$ cat src/hw/rtl/mhsig_pkg.sv
// Shared types and constants for the MinHash signature block.
// No dependencies; imported by mhsig_cell, mhsig_ctrl and minhash_signature_top.
`default_nettype none

package mhsig_pkg;

    localparam int MAX_HASHES_DEF = 64;

    localparam int OP_W    = 2;
    localparam int SLOT_W  = 6;
    localparam int COEF_W  = 31;
    localparam int ELEM_W  = 32;
    localparam int ACT_W   = 7;
    localparam int PROD_W  = 63;
    localparam int WIDE_W  = 64;
    localparam int FOLD_W  = 34;

    // 2^31 - 1 and a multiple of it (M << 32) that lifts any a*x+b above zero
    localparam logic [COEF_W-1:0] MOD_PRIME  = 31'h7FFF_FFFF;
    localparam logic [WIDE_W-1:0] MOD_OFFSET = 64'h7FFF_FFFF_0000_0000;
    localparam logic [ACT_W-1:0]  ACTIVE_RESET = 7'd64;

    typedef enum logic [OP_W-1:0] {
        OP_LOAD   = 2'd0,
        OP_ADD    = 2'd1,
        OP_FINISH = 2'd2
    } op_t;

    typedef enum logic [1:0] {
        ST_IDLE,
        ST_DRAIN,
        ST_EMIT
    } ctrl_state_t;

    // request travelling down the cell row
    typedef struct packed {
        op_t                       op;
        logic [SLOT_W-1:0]         slot;
        logic [COEF_W-1:0]         coef_mul;
        logic [COEF_W-1:0]         coef_add;
        logic signed [ELEM_W-1:0]  element;
        logic [ACT_W-1:0]          active;
    } token_t;

    typedef struct packed {
        logic capture;   // move minima into the readout row, reset minima
        logic shift;     // readout row moves one cell toward slot 0
    } chain_ctl_t;

endpackage

`default_nettype wire

$ cat src/hw/rtl/mhsig_cell.sv
// One hash slot: coefficient pair, four-stage a*x+b mod (2^31-1) pipe, running minimum.
// Depends on mhsig_pkg. Requests pass to the next cell every cycle.
`default_nettype none

module mhsig_cell #(
    parameter int CELL_INDEX = 0
) (
    input  logic                               clk,
    input  logic                               rst_n,
    input  logic                               in_valid,
    input  mhsig_pkg::token_t                  in_tok,
    output logic                               out_valid,
    output mhsig_pkg::token_t                  out_tok,
    input  mhsig_pkg::chain_ctl_t              ctl,
    input  logic [mhsig_pkg::COEF_W-1:0]       shift_in,
    output logic [mhsig_pkg::COEF_W-1:0]       shift_out
);
    import mhsig_pkg::*;

    logic                      tok_valid_reg;
    token_t                    tok_reg;
    logic [COEF_W-1:0]         mul_reg;
    logic [COEF_W-1:0]         add_reg;

    logic                      v1_reg, v2_reg, v3_reg;
    logic [PROD_W-1:0]         prod_reg, prod_next;
    logic [COEF_W-1:0]         pb_reg;
    logic [WIDE_W-1:0]         wide_reg, wide_next;
    logic [FOLD_W-1:0]         fold_reg, fold_next;
    logic [COEF_W-1:0]         min_reg, min_next;
    logic [COEF_W-1:0]         shift_reg, shift_next;

    logic                      hit_load, hit_add;
    logic signed [WIDE_W-1:0]  prod_full;
    logic [COEF_W:0]           sum2;
    logic [COEF_W-1:0]         hash;

    assign hit_load = tok_valid_reg && (tok_reg.op == OP_LOAD)
                      && (tok_reg.slot == SLOT_W'(CELL_INDEX));
    assign hit_add  = tok_valid_reg && (tok_reg.op == OP_ADD)
                      && (ACT_W'(CELL_INDEX) < tok_reg.active);

    // stage 1: signed product a*x
    assign prod_full = $signed({1'b0, mul_reg}) * tok_reg.element;
    assign prod_next = prod_full[PROD_W-1:0];

    // stage 2: + b + offset, always non-negative and below 2^64
    assign wide_next = {prod_reg[PROD_W-1], prod_reg} + {33'd0, pb_reg} + MOD_OFFSET;

    // stage 3: first Mersenne fold, 2^31 == 1
    assign fold_next = {1'b0, wide_reg[WIDE_W-1:COEF_W]} + {3'd0, wide_reg[COEF_W-1:0]};

    // stage 4: second fold, final correction, minimum
    assign sum2 = {29'd0, fold_reg[FOLD_W-1:COEF_W]} + {1'b0, fold_reg[COEF_W-1:0]};
    assign hash = (sum2 >= {1'b0, MOD_PRIME}) ? COEF_W'(sum2 - {1'b0, MOD_PRIME})
                                             : sum2[COEF_W-1:0];

    always_comb
    begin
        min_next = min_reg;
        if (ctl.capture)
        begin
            min_next = MOD_PRIME;
        end
        else if (v3_reg && (hash < min_reg))
        begin
            min_next = hash;
        end
    end

    always_comb
    begin
        shift_next = shift_reg;
        if (ctl.capture)
        begin
            shift_next = min_reg;
        end
        else if (ctl.shift)
        begin
            shift_next = shift_in;
        end
    end

    always_ff @(posedge clk or negedge rst_n)
    begin
        if (!rst_n)
        begin
            tok_valid_reg <= 1'b0;
            v1_reg        <= 1'b0;
            v2_reg        <= 1'b0;
            v3_reg        <= 1'b0;
            min_reg       <= MOD_PRIME;
        end
        else
        begin
            tok_valid_reg <= in_valid;
            v1_reg        <= hit_add;
            v2_reg        <= v1_reg;
            v3_reg        <= v2_reg;
            min_reg       <= min_next;
        end
    end

    always_ff @(posedge clk)
    begin
        tok_reg   <= in_tok;
        prod_reg  <= prod_next;
        pb_reg    <= add_reg;
        wide_reg  <= wide_next;
        fold_reg  <= fold_next;
        shift_reg <= shift_next;
        if (hit_load)
        begin
            mul_reg <= tok_reg.coef_mul;
            add_reg <= tok_reg.coef_add;
        end
    end

    assign out_valid = tok_valid_reg;
    assign out_tok   = tok_reg;
    assign shift_out = shift_reg;

endmodule

`default_nettype wire

$ cat config.mk
export PLATFORM = sky130hd
export DESIGN_NAME = mhsig_cell
export DESIGN_NICKNAME = d
export VERILOG_FILES = /design/src/hw/rtl/mhsig_pkg.sv /design/src/hw/rtl/mhsig_cell.sv
export SDC_FILE = /design/constraint.sdc
export NUM_CORES = 2
export LEC_CHECK = 0
export BUFFER_PORTS_ARGS = -buffer_cell sky130_fd_sc_hd__clkbuf_2
export CORE_MARGIN = 1
export CORE_UTILIZATION = 30
export DETAILED_ROUTE_END_ITERATION = 12
export SYNTH_ARGS = -nofsm -noshare
export SYNTH_HDL_FRONTEND = slang
export SYNTH_SLANG_ARGS = --single-unit
$ cat constraint.sdc
create_clock -name clk -period 9.28 [get_ports clk]
set_input_delay 0.928 -clock clk [delete_from_list [all_inputs] [get_ports clk]]
set_output_delay 0.928 -clock clk [all_outputs]
set_load 0.005 [all_outputs]
## Word-level counts from Yosys, hierarchy flattened

Index checks and enable logic that the tools add are counted.

- Flip-flop bits (word level): 429
- Logic and storage cells: 42
- Output and inout bits: 141

- Multiply operators: 1
- Reduce and logical (&&, ||, !) cells: 9
- Add/subtract/negate cells: 5
- Equal/unequal tests: 1
- Multiplexer cells: 5
- Magnitude comparators: 3

Operator list:

| kind | number |
|---|---|
| two-way mux 31 bit | 5 |
| adder 63 x 32 -> 64 bit | 1 |
| adder 64 x 63 -> 64 bit (second input constant) | 1 |
| multiplier 32 x 32 -> 63 bit | 1 |
| adder 33 x 31 -> 34 bit | 1 |
| adder 3 x 31 -> 32 bit | 1 |
| >= comparator 32 x 31 -> 1 bit (second input constant) | 1 |
| < comparator 31 bit | 1 |
| subtractor 31 bit (second input constant) | 1 |
| < comparator 1 x 7 -> 1 bit (first input constant) | 1 |
| zero test 6 bit | 1 |
| logical AND 1 bit | 5 |
| nonzero test 2 bit | 2 |
| equality test 2 x 1 -> 1 bit (second input constant) | 1 |
| zero test 2 bit | 1 |

## Logic depth before layout (Yosys ltp)

- Depth after elaboration: 7
- Mapped depth: 30
- Mapped depth without buffers: 28

## Worst setup path before layout

OpenSTA, ideal clock, no wires.

- Path kind: register -> register
- Start: register mul_reg[18]
- End: register prod_reg[59]
- Setup time: 0.136 ns
- Stages on the path, launching flop included: 27
- Data arrival time: 7.348 ns
- Data required time: 9.144 ns
- Setup slack: 1.796 ns
- Path buffers: 1
- Cell sequence: edfxtp_1 clkbuf_1 nand2_1 fa_1 inv_1 fa_1 fa_1 inv_1 fa_1 inv_1 fa_1 inv_1 fa_1 fa_1 fa_1 inv_1 ha_1 and3_1 nand3_1 o221ai_1 a31oi_1 a211oi_1 o21ai_0 a2111oi_0 nor3b_1 o41ai_1 xor2_1

- Longest elaborated chain between the ends: 1

RTL lines:

| what | RTL line | text |
|---|---|---|
| start: declaration | mhsig_cell.sv:22 | `logic [COEF_W-1:0] mul_reg;` |
| start signal: assignment | mhsig_cell.sv:114 | `mul_reg <= tok_reg.coef_mul;` |
| multiplier 32 x 32 -> 63 bit | mhsig_cell.sv:44 | `assign prod_full = $signed({1'b0, mul_reg}) * tok_reg.element;` |
| via prod_full[59] | mhsig_cell.sv:34 | `logic signed [WIDE_W-1:0] prod_full;` |
| end signal: assignment | mhsig_cell.sv:107 | `prod_reg <= prod_next;` |
| end: declaration | mhsig_cell.sv:26 | `logic [PROD_W-1:0] prod_reg, prod_next;` |

The timed path passes the listed nets, and every way through them passes these cells.
A chain may end at the register's enable or synchronous reset.

## Worst setup path after layout

- Start: register tok_reg (netlist bit out_tok[16])
- End: register prod_reg[44]

- Longest elaborated chain between the ends: 1

RTL lines:

| what | RTL line | text |
|---|---|---|
| start: declaration | mhsig_cell.sv:21 | `token_t tok_reg;` |
| start signal: assignment | mhsig_cell.sv:106 | `tok_reg <= in_tok;` |
| multiplier 32 x 32 -> 63 bit | mhsig_cell.sv:44 |  |
| via prod_full[44] | mhsig_cell.sv:34 |  |

The timed path passes the listed nets, and every way through them passes these cells.

==> results by group <==
Status
  – Status: completed

Worst setup path
  – Worst R2R Start: out_tok[16]
  – Slowest stage delay, CP: 880 ps
  – Crit end category: register
  – R2R cell count: 27
  – Required time of the worst setup path: 9930 ps
  – R2R Path End: prod_reg[44]
  – CP max FO: 19
  – Flop2flop setup slack: 870 ps
  – Crit path top cell by count: fa_1
  – CP max stage cell: dfxtp_1
  – Crit Path Category: register to register
  – CP Launch Type: register
  – CP arrival: 9060 ps

Min path
  – Hold Path Origin: in_tok[3]
  – Worst hold path type: input pin to register
  – Hold EP: out_tok[3]
  – WHS Path Cells: 1

Die
  – Core ar.: 161000 um^2
  – IO Count: 286
  – # rows: 147
  – Die area: 165000 um^2
  – Initial core utilization: 30.3%
  – Die X: 406 um
  – Vert. Die Dim: 406 um

Route
  – DRT Wirelength: 141000 um
  – Via density: 4.72
  – Initial DRC Count: 2079
  – Final ANT Viol Nets: 0
  – First-pass DRT Iterations: 6
  – Wire length per cell: 19.1 um
  – Via count: 34800
  – # DRC: 0

Timing
  – Worst slew pin tran: 1160 ps
  – Slew Limit Headroom: 22.9%
  – # setup viols final: 0
  – Fin crit period: 8410 ps
  – Final Max Tran Viols: 0
  – Max Fclk: 119 MHz
  – WHS: 294 ps
  – Unrepaired setup endpoints after global routing: false
  – Fin crit share: 90.6%
  – Setup TNS: 0 ps
  – Clock skew: 86.9 ps
  – Hold Vio Cnt, Final: 0

Global route
  – Initial antenna violation count: 5
  – Vias in the first global route: 36900
  – Gr usage total: 17.4%
  – Largest net degree at the start of global routing: 59
  – Total grt overflow: 0
  – First-pass GRT wire length: 220000 um

Synthesis
  – Post-synth ARST share: 8.16%
  – Synth warn: 0
  – Top cell type's share of synthesized area: 35.6%
  – Syn Nets: 6394
  – Most common cell in the netlist: inv_1
  – Cell Area, Synth: 48900 um^2
  – Synth top cells by count: inv_1 (958), fa_1 (870), and2_1 (574)
  – Synth area leaders: fa_1 (36%), dfxtp_1 (12%), ha_1 (9.9%), inv_1 (7.3%), and2_1 (7.3%)
  – Cell taking the most area after synthesis: fa_1
  – EDFF count, synth: 93
  – Mean Syn Cell Area: 9.80 um^2
  – Register area share after synthesis: 19.9%
  – Synth Register Bits: 429
  – Commonest register cell after synthesis: dfxtp_1
  – Cells after Synth: 4993
  – Number of distinct library cells after synthesis: 74

Placement
  – Placer Congestion: 0.884
  – DP HPWL: 115000 um
  – IO buf count: 285

Cells and area
  – Layout cells sized above 1: 10.4%
  – Max FFs per register: 109
  – Area grow syn2layout: 11.9%
  – Final #Nets: 6569

Job
  – Max-cap check violation count: 0

Clocking
  – Max clock buf depth: 3
  – Clk pin slew, worst setup/hold paths: 80 ps
  – Sink Count: 429
  – Cts hold-fix bufs: 0
  – H-tree lvl count: 2
  – CTS tree: built
  – CTS Root Cell: clkbuf_16
  – Later-pin clock latency in the skew report: 730 ps
  – CTS buffer count: 57
  – Post-CTS Setup Repair Bufs: 0
  – Cts repair resizes: 0
[through the flow]
step / setup WS, ps / cells / cell area, um^2 / util, %
finish: 873 / 7380 / 54800 / 34.0
CTS: 884 / 7377 / 54800 / 34.0
detailed placement: 847 / 7269 / 52700 / 32.7
global route: 444 / 7378 / 54800 / 34.0
floorplan: 1800 / 4993 / 48900 / -
global placement: 846 / 7269 / 52700 / 32.7
[logic make-up (layout without fill, tap and decap cells)]
family	Yosys count	in the layout	synth area share, %
buffers and inverters	1201	1425	9.26
other	0	3	0
flip-flops	429	429	19.9
adder cells (fa/ha/maj)	1256	1256	45.4
AO/OA/AOI/OAI	436	436	5.90
multiplexers	36	36	0.818
XOR/XNOR	174	174	3.11
AND/OR/NAND/NOR	1461	1461	15.6
[metal layers]
metal  GRT usage, %  share of wire (%)  up-vias
met2           29.0                 47     1132
li1               -                  -    15700
met1           22.9                 43    17800
met5              0              0.013        -
met3           3.71                7.5      188
met4           3.82                2.2        2
[placed cells by master, fill, tap and decap left out, types with 64 or more instances in the layout]
cell,count
ha_1,386
edfxtp_1,93
fa_1,870
clkbuf_16,64
dfxtp_1,300
buf_4,73
a21oi_1,125
o21ai_0,71
xor2_1,79
clkbuf_2,285
and2_1,574
nand2_1,510
nor2_1,105
xnor2_1,95
a21o_1,73
inv_1,958
[worst max-delay path by stage]
stage	cells after the start	endpoint	startpoint	slack, ps
2_1_floorplan	26	prod_reg[59]	mul_reg[18]	1800
4_1_cts	25	prod_reg[59]	out_tok[9]	880
3_3_place_gp	25	prod_reg[59]	out_tok[9]	850
6_report	27	prod_reg[44]	out_tok[16]	870
5_1_grt	27	prod_reg[44]	out_tok[16]	440
3_5_place_dp	25	prod_reg[59]	out_tok[9]	850
[critical path, delay by kind of cell, from the launching register on]
kind,cells,cell delay (ps)
buffers and inverters,7,720
flip-flops,1,880
AO/OA/AOI/OAI,8,2000
AND/OR/NAND/NOR,2,340
adder cells (fa/ha/maj),9,4300
XOR/XNOR,1,150
[layout make-up]
class	instances	area, um^2
diodes	3	7.51
flip-flops and latches	429	9730
clock inverters	32	368
well taps	2160	2700
multi-input cells	3363	34700
clock buffers	76	1700
fillers	16400	107000
inverters	958	3600
repair buffers	359	1990
Power is left out: the tool's default activity adds up to more than one toggle a clock period on the data nets, which glitch-free logic cannot reach.
