`config.mk`:
```
export PLATFORM = sky130hd
export DESIGN_NAME = mhsig_ctrl
export DESIGN_NICKNAME = d
export VERILOG_FILES = /design/src/hw/rtl/mhsig_pkg.sv /design/src/hw/rtl/mhsig_ctrl.sv
export SDC_FILE = /design/constraint.sdc
export NUM_CORES = 1
export LEC_CHECK = 0
export ABC_AREA = 1
export BUFFER_PORTS_ARGS = -buffer_cell sky130_fd_sc_hd__clkbuf_2
export CAP_MARGIN = 5
export CELL_PAD_IN_SITES_DETAIL_PLACEMENT = 0
export CELL_PAD_IN_SITES_GLOBAL_PLACEMENT = 1
export CORE_MARGIN = 1.5
export CORE_UTILIZATION = 25
export CTS_BUF_LIST = sky130_fd_sc_hd__clkbuf_8 sky130_fd_sc_hd__clkbuf_16
export DETAILED_ROUTE_END_ITERATION = 16
export GPL_TIMING_DRIVEN = 0
export HOLD_SLACK_MARGIN = 0.06
export PLACE_DENSITY = 0.8
export SYNTH_ARGS = -nofsm -noshare
export SYNTH_HDL_FRONTEND = slang
export SYNTH_SLANG_ARGS = --single-unit
```
`constraint.sdc`:
```
create_clock -name clk -period 2.1 [get_ports clk]
set_input_delay 0.42 -clock clk [delete_from_list [all_inputs] [get_ports clk]]
set_output_delay 0.42 -clock clk [all_outputs]
set_load 0.05 [all_outputs]
```
`src/hw/rtl/mhsig_pkg.sv`:
```
// Shared types and constants for the MinHash signature block.
// No dependencies; imported by mhsig_cell, mhsig_ctrl and minhash_signature_top.
`default_nettype none

package mhsig_pkg;

    localparam int MAX_HASHES_DEF = 64;

    localparam int OP_W    = 2;
    localparam int SLOT_W  = 6;
    localparam int COEF_W  = 31;
    localparam int ELEM_W  = 32;
    localparam int ACT_W   = 7;
    localparam int PROD_W  = 63;
    localparam int WIDE_W  = 64;
    localparam int FOLD_W  = 34;

    // 2^31 - 1 and a multiple of it (M << 32) that lifts any a*x+b above zero
    localparam logic [COEF_W-1:0] MOD_PRIME  = 31'h7FFF_FFFF;
    localparam logic [WIDE_W-1:0] MOD_OFFSET = 64'h7FFF_FFFF_0000_0000;
    localparam logic [ACT_W-1:0]  ACTIVE_RESET = 7'd64;

    typedef enum logic [OP_W-1:0] {
        OP_LOAD   = 2'd0,
        OP_ADD    = 2'd1,
        OP_FINISH = 2'd2
    } op_t;

    typedef enum logic [1:0] {
        ST_IDLE,
        ST_DRAIN,
        ST_EMIT
    } ctrl_state_t;

    // request travelling down the cell row
    typedef struct packed {
        op_t                       op;
        logic [SLOT_W-1:0]         slot;
        logic [COEF_W-1:0]         coef_mul;
        logic [COEF_W-1:0]         coef_add;
        logic signed [ELEM_W-1:0]  element;
        logic [ACT_W-1:0]          active;
    } token_t;

    typedef struct packed {
        logic capture;   // move minima into the readout row, reset minima
        logic shift;     // readout row moves one cell toward slot 0
    } chain_ctl_t;

endpackage

`default_nettype wire

```
`src/hw/rtl/mhsig_ctrl.sv`:
```
// Request decode, configuration register, finish sequencing and result registers.
// Depends on mhsig_pkg. Feeds the head of the cell row and reads its readout output.
`default_nettype none

module mhsig_ctrl #(
    parameter int MAX_HASHES = mhsig_pkg::MAX_HASHES_DEF
) (
    input  logic                               clk,
    input  logic                               rst_n,
    input  logic                               start,
    output logic                               busy,
    input  logic [mhsig_pkg::OP_W-1:0]         operation,
    input  logic [mhsig_pkg::SLOT_W-1:0]       slot,
    input  logic [mhsig_pkg::COEF_W-1:0]       coef_mul,
    input  logic [mhsig_pkg::COEF_W-1:0]       coef_add,
    input  logic signed [mhsig_pkg::ELEM_W-1:0] element,
    input  logic                               cfg_we,
    input  logic [mhsig_pkg::ACT_W-1:0]        cfg_data,
    output logic                               entry_valid,
    output mhsig_pkg::token_t                  entry_tok,
    output mhsig_pkg::chain_ctl_t              ctl,
    input  logic [mhsig_pkg::COEF_W-1:0]       chain_head,
    output logic                               done,
    output logic [mhsig_pkg::SLOT_W-1:0]       out_slot,
    output logic [mhsig_pkg::COEF_W-1:0]       min_value,
    output logic                               empty_error,
    output logic                               last
);
    import mhsig_pkg::*;

    // the last add must reach the far cell's minimum before the drain ends and the minima are captured
    localparam int DRAIN_CYCLES = MAX_HASHES + 4;
    localparam int DRAIN_W      = $clog2(DRAIN_CYCLES);

    ctrl_state_t          state_reg, state_next;
    logic [ACT_W-1:0]     active_reg;
    logic [ACT_W-1:0]     n_reg, n_cur;
    logic                 any_elem_reg;
    logic [DRAIN_W-1:0]   drain_reg;
    logic [SLOT_W-1:0]    emit_idx_reg;

    logic                 done_reg;
    logic [SLOT_W-1:0]    out_slot_reg;
    logic [COEF_W-1:0]    min_value_reg;
    logic                 empty_error_reg;
    logic                 last_reg;

    logic                 accept;
    logic                 is_load, is_add, is_finish;
    logic                 emit_last;
    logic                 empty_finish;

    assign accept = start && (state_reg == ST_IDLE);

    always_comb
    begin
        is_load   = 1'b0;
        is_add    = 1'b0;
        is_finish = 1'b0;
        unique case (operation)
            OP_LOAD:   is_load   = 1'b1;
            OP_ADD:    is_add    = 1'b1;
            OP_FINISH: is_finish = 1'b1;
            default:   ;
        endcase
    end

    always_comb
    begin
        if (active_reg == '0)
        begin
            n_cur = ACT_W'(1);
        end
        else if (active_reg > ACT_W'(MAX_HASHES))
        begin
            n_cur = ACT_W'(MAX_HASHES);
        end
        else
        begin
            n_cur = active_reg;
        end
    end

    assign empty_finish = accept && is_finish && !any_elem_reg;
    assign emit_last    = ((ACT_W'(emit_idx_reg) + ACT_W'(1)) == n_reg);

    // head of the row
    assign entry_valid        = accept && (is_load || is_add);
    assign entry_tok.op       = op_t'(operation);
    assign entry_tok.slot     = slot;
    assign entry_tok.coef_mul = coef_mul;
    assign entry_tok.coef_add = coef_add;
    assign entry_tok.element  = element;
    assign entry_tok.active   = n_cur;

    always_comb
    begin
        state_next = state_reg;
        unique case (state_reg)
            ST_IDLE:
            begin
                if (accept && is_finish && any_elem_reg)
                begin
                    state_next = ST_DRAIN;
                end
            end
            ST_DRAIN:
            begin
                if (drain_reg == '0)
                begin
                    state_next = ST_EMIT;
                end
            end
            ST_EMIT:
            begin
                if (emit_last)
                begin
                    state_next = ST_IDLE;
                end
            end
            default: state_next = ST_IDLE;
        endcase
    end

    always_comb
    begin
        busy        = 1'b1;
        ctl.capture = 1'b0;
        ctl.shift   = 1'b0;
        unique case (state_reg)
            ST_IDLE:  busy = 1'b0;
            ST_DRAIN: ctl.capture = (drain_reg == '0);
            ST_EMIT:  ctl.shift = 1'b1;
            default:  busy = 1'b1;
        endcase
    end

    always_ff @(posedge clk or negedge rst_n)
    begin
        if (!rst_n)
        begin
            state_reg    <= ST_IDLE;
            active_reg   <= ACTIVE_RESET;
            any_elem_reg <= 1'b0;
            drain_reg    <= '0;
            emit_idx_reg <= '0;
            n_reg        <= ACT_W'(1);
            done_reg     <= 1'b0;
        end
        else
        begin
            state_reg <= state_next;
            if (cfg_we)
            begin
                active_reg <= cfg_data;
            end
            if (accept && is_add)
            begin
                any_elem_reg <= 1'b1;
            end
            else if (accept && is_finish)
            begin
                any_elem_reg <= 1'b0;
            end
            if (accept && is_finish)
            begin
                drain_reg <= DRAIN_W'(DRAIN_CYCLES - 1);
                n_reg     <= n_cur;
            end
            else if (state_reg == ST_DRAIN)
            begin
                drain_reg <= drain_reg - DRAIN_W'(1);
            end
            if (ctl.capture)
            begin
                emit_idx_reg <= '0;
            end
            else if (ctl.shift)
            begin
                emit_idx_reg <= emit_idx_reg + SLOT_W'(1);
            end
            done_reg <= ctl.shift || empty_finish;
        end
    end

    always_ff @(posedge clk)
    begin
        if (ctl.shift)
        begin
            out_slot_reg    <= emit_idx_reg;
            min_value_reg   <= chain_head;
            empty_error_reg <= 1'b0;
            last_reg        <= emit_last;
        end
        else if (empty_finish)
        begin
            out_slot_reg    <= '0;
            min_value_reg   <= '0;
            empty_error_reg <= 1'b1;
            last_reg        <= 1'b1;
        end
    end

    assign done        = done_reg;
    assign out_slot    = out_slot_reg;
    assign min_value   = min_value_reg;
    assign empty_error = empty_error_reg;
    assign last        = last_reg;

`ifndef NO_ASSERTIONS
    a_error_is_last: assert property (@(posedge clk) disable iff (!rst_n)
        done && empty_error |-> last)
        else $error("empty error result not flagged last");

    a_last_frees_block: assert property (@(posedge clk) disable iff (!rst_n)
        done && last |-> !busy)
        else $error("block still busy on the final result");

    a_more_follow: assert property (@(posedge clk) disable iff (!rst_n)
        done && !last |=> done && (out_slot == $past(out_slot) + SLOT_W'(1)))
        else $error("signature words not contiguous");

    a_finish_starts_drain: assert property (@(posedge clk) disable iff (!rst_n)
        start && !busy && (operation == OP_FINISH) && any_elem_reg |=> busy && !done)
        else $error("non-empty finish did not start the drain");
`endif

endmodule

`default_nettype wire

```
# ---- Yosys cells after proc, flatten, opt, wreduce, memory -nomap -nowiden
# Cells that the tools add are included.
dict set report word_totals {
  register_bits 70
  memories 0
  out_inout_bits 153
  latchBits 0
  wordCells 65
  romBits 0
  mem_bits_rw 0
  inputBits 144
}
dict set report classes {
  n_addsub 3
  n_shift 0
  n_reduce_logical 18
  order_cmp 1
  eq_ne 8
  mul 0
  bitwise 0
  div_mod_pow 0
  mux 24
}
# cell n
set ops {}
lappend ops {{31-bit 2-to-1 mux} 2}
lappend ops {{7-bit 2-to-1 mux} 4}
lappend ops {{6-bit 2-to-1 mux} 4}
lappend ops {{7-bit zero test} 2}
lappend ops {{1-bit 2-to-1 mux} 10}
lappend ops {{2-bit nonzero test} 4}
lappend ops {{6-bit by 1-bit adder with 7-bit output (second input constant)} 1}
lappend ops {{7-bit == test} 1}
lappend ops {{7-bit greater-than comparator (second input constant)} 1}
lappend ops {{7-bit by 1-bit subtractor with 7-bit output (second input constant)} 1}
lappend ops {{6-bit by 1-bit adder with 6-bit output (second input constant)} 1}
lappend ops {{1-bit logical AND} 6}
lappend ops {{2-bit 2-to-1 mux} 3}
lappend ops {{2-bit case mux with 3 select lines} 1}
lappend ops {{2-bit by 1-bit == test with 1-bit output (second input constant)} 2}
lappend ops {{2-bit == test (second input constant)} 2}
lappend ops {{2-bit zero test} 2}
lappend ops {{2-bit != test (second input constant)} 2}
lappend ops {{3-bit AND reduction} 1}
lappend ops {{1-bit logical OR} 2}
lappend ops {{2-bit by 1-bit != test with 1-bit output (second input constant)} 1}
lappend ops {{1-bit zero test} 1}

# ---- Longest topological paths before layout
dict set report depth {
  word_depth 6
  depth_mapped 11
  ltp_nobuf 11
}

# ---- Least setup slack after synthesis
# OpenSTA, ideal clock, no wires.
dict set report synth_path {
  path_kind {flip-flop to flip-flop}
  from {register state_reg[1]}
  to {register last_reg, in the netlist last, enable pin}
  t_arrival_ns 1.949
  t_required_ns 1.704
  period_less_slack_ns 2.345
  setup_time_ns 0.396
  path_buffers 1
  stages_incl_launch_ff 6
  path_slack_ns -0.245
  cell_sequence {dfrtp_1 -> inv_1 -> nor2_4 -> inv_2 -> buf_2 -> nand2_1}
}
# element line_no
set synth_lines {}
lappend synth_lines {{from (decl)} mhsig_ctrl.sv:35} ;# ctrl_state_t state_reg, state_next;
lappend synth_lines {{from (signal assigned)} mhsig_ctrl.sv:152} ;# state_reg <= state_next;
lappend synth_lines {{to (signal assigned)} mhsig_ctrl.sv:193} ;# last_reg <= emit_last;
lappend synth_lines {{to (decl)} mhsig_ctrl.sv:46} ;# logic last_reg;

==> metrics <==
f_max around 500 MHz; CP Cell Sequence nor4_2, nand2_1, nand2_2, inv_4, a21oi_4, buf_8; Final Wtd Congestion around 0.74; CP Max Fanout 5; leakage power total 2.945 nW; # rows between 40 and 50; Pint 2.620 mW; Post-synth EDFFs 38; multiplexer share of the synthesized area 0%; P_sw around 1.1 mW; Reg area between 0.0015 and 0.002 mm2; commonest register cell after synthesis edfxtp_1; CP endpoint kind output pin; die width approximately 130 um; max-cap viol count 0; DR vias 3231; Pins Over Slew Limit 0; endpoints failing setup 0; worst-skew pair later-pin latency approximately 0.33 ns; WL/cell between 10 and 15 um; post-route design area roughly 0.0055 mm2; Max stage delay on crit path roughly 0.38 ns; Synth Warn # 0; register share of total power 39.0%; Clock Sinks 70; Hold Vio Cnt, Final 0; hold bufs inserted after CTS 0; Reg clk slew, reported paths about 0.06 ns; post-synthesis adder-cell area fraction less than 1%; Synth area leaders edfxtp_1 (30%), buf_4 (20%), dfrtp_1 (19%), inv_1 (6.7%), nand2_1 (5.3%); number of remaining DRC errors 0; max reg flops 31; Area Growth Syn to Fin 43.08%; simple-gate portion of the synthesized area between 10% and 20%; synth cell count leaders buf_4 (102), inv_1 (69), nand2_1 (54); Routed Antenna Nets 0; multi-input logic area 903.4 um2; starting density of the core between 20% and 30%; cell area after synthesis 0.003849 mm2; Routed WL around 10000 um; Max VDD drop around 0.38 mV; total core area ~0.015 mm2; Placed Area roughly 0.0051 mm2; worst slew pin tran 0.8005 ns; # port buffers between 150 and 200; antenna cells 0; drt initial violations between 150 and 200; final global-route overflow total 0; PwrDens between 600 and 700 mW/mm2; area leader, netlist edfxtp_1; Avg Inst Size Synth 9.034 um2; critical path class reg -> out; top-area cell type share of the netlist area roughly 30%; count of unique library cells instantiated by Yosys 33; Power Total approximately 3.7 mW; clock root buffer master clkbuf_16; Logic pwr share between 20% and 30%; DRT Pass-1 Iters 4; Final Skew roughly 0.0043 ns; Post-Synthesis Cells between 400 and 500; Clock power frac approximately two fifths; CTS tree yes; CTS max path bufs 2; post-synthesis xor/xnor area fraction 0%; vias in the first global route approximately 3000; main combinational cell family by area after synthesis buffers and inverters; Clock H-tree levels 3; RSZ-0062 raised after global routing yes; WP data required around 1.7 ns; largest net degree at the start of global routing 40; crit path max-delay cell type dfrtp_1; die area roughly 0.016 mm2; Die Height between 100 and 150 um; Post-Synthesis Net Count approximately 570; WHS between 0.15 and 0.2 ns; vias per cell between 3 and 4; FILL cells approximately 1600; final-stage net count between 700 and 800; switch share 30.01%; Place WS -0.2262 ns; status complete, no violations; total CTS buffers 9; Synth Area in Compound Gates 4.844%; I/O Pins between 200 and 300; ys async rst share between 40% and 50%; number of synthesized register bits 70; share of cells above drive strength 1 a little over half; initial antenna violation count 0; hold crit path type in -> async; slew margin rel. a little under half; min Tclk post-route ~2.0 ns; period utilization a little over nine tenths; count leader, synth buf_4; post-route setup slack roughly 0.060 ns; GR Util All Layers between 10% and 20%; first-pass GRT wire length between 15000 and 20000 um; crit start category register; DPL Wire Length roughly 8400 um; worst path arrival time 1.62 ns; fraction of the yosys area taken by sequential cells roughly half
==> critical path, delay by kind of cell (launching register included) <==
kind / cells / cell delay (ns)
AOI/OAI and AO/OA: 1 / 0.14
and+or+nand+nor: 3 / 0.53
buffers and inverters: 2 / 0.23
DFF: 1 / 0.38
==> power groups by stage <==
| stage | Combinational (mW) | Sequential [mW] | Clock [mW] |
|---|---|---|---|
| 2_1_floorplan | 0.616 | 1.48 | 0 |
| 3_3_place_gp | 0.796 | 1.49 | 0 |
| 3_5_place_dp | 0.797 | 1.49 | 0 |
| 4_1_cts | 0.815 | 1.46 | 1.50 |
| 5_1_grt | 0.864 | 1.46 | 1.56 |
| 6_report | 0.821 | 1.46 | 1.46 |
==> final timing paths <==
kind / startpoint / to / slack [ns] / depth (start not counted)
max: active_reg[3] / entry_tok[0] / 0.06 / 6
min: rst_n / active_reg[5] / 0.17 / 1
max reg2reg: state_reg[1] / out_slot[2] / 0.23 / 5
min reg2reg: empty_error / empty_error / 0.47 / 2
max in group asynchronous: rst_n / emit_idx_reg[2] / 1.42 / 1
min in group clk: cfg_data[6] / active_reg[6] / 0.29 / 3
==> repair_timing <==
item	in CTS	in global routing
pin swaps	1	4
cloned	0	1
setup endpoints to repair	45	44
gates resized for setup	15	16
buffers inserted	0	5
==> layout by cell type (no fill, tap or decap), types with 9 or more instances in the layout <==
master / n
clkbuf_2: 190
buf_4: 107
inv_1: 68
nand2_1: 50
nor2_1: 49
edfxtp_1: 38
dfrtp_1: 29
nand3_1: 17
o21ai_0: 14
clkbuf_16: 9
==> metal layers <==
| layer | vias up | track usage [%] | part of all wire (%) |
|---|---|---|---|
| li1 | 1645 | - | - |
| met2 | 175 | 20.72 | 48 |
| met3 | 7 | 3.936 | 9.3 |
| met5 | - | 0 | 0 |
| met4 | 0 | 3.409 | 0.84 |
| met1 | 1404 | 14.80 | 41 |
==> cell families after synthesis <==
logic type,Yosys count
buffers and inverters,180
AND/OR/NAND/NOR,140
flip-flops,70
AO/OA/AOI/OAI,33
adder cells (fa/ha/maj),3
==> through the flow <==
stage	setup TNS [ns]	cells	utilization [%]
finish	0	832	36.49
global route	-0.08134	832	36.49
CTS	-0.01892	826	35.95
detailed placement	-8.605	810	33.61
global placement	-8.994	810	33.61
floorplan	0	426	-
==> cell type report <==
| type | instances | share of cell area (%) |
|---|---|---|
| Tap cell | 188 | 4.272 |
| Buffer | 109 | 14.56 |
| Clock buffer | 9 | 4.090 |
| Timing Repair Buffer | 201 | 19.38 |
| Inverter | 71 | 4.885 |
| Multi-Input combinational cell | 177 | 16.41 |
| Sequential cell | 70 | 35.22 |
| Clock inverter | 7 | 1.182 |
Power figures use the tool's default switching activity.
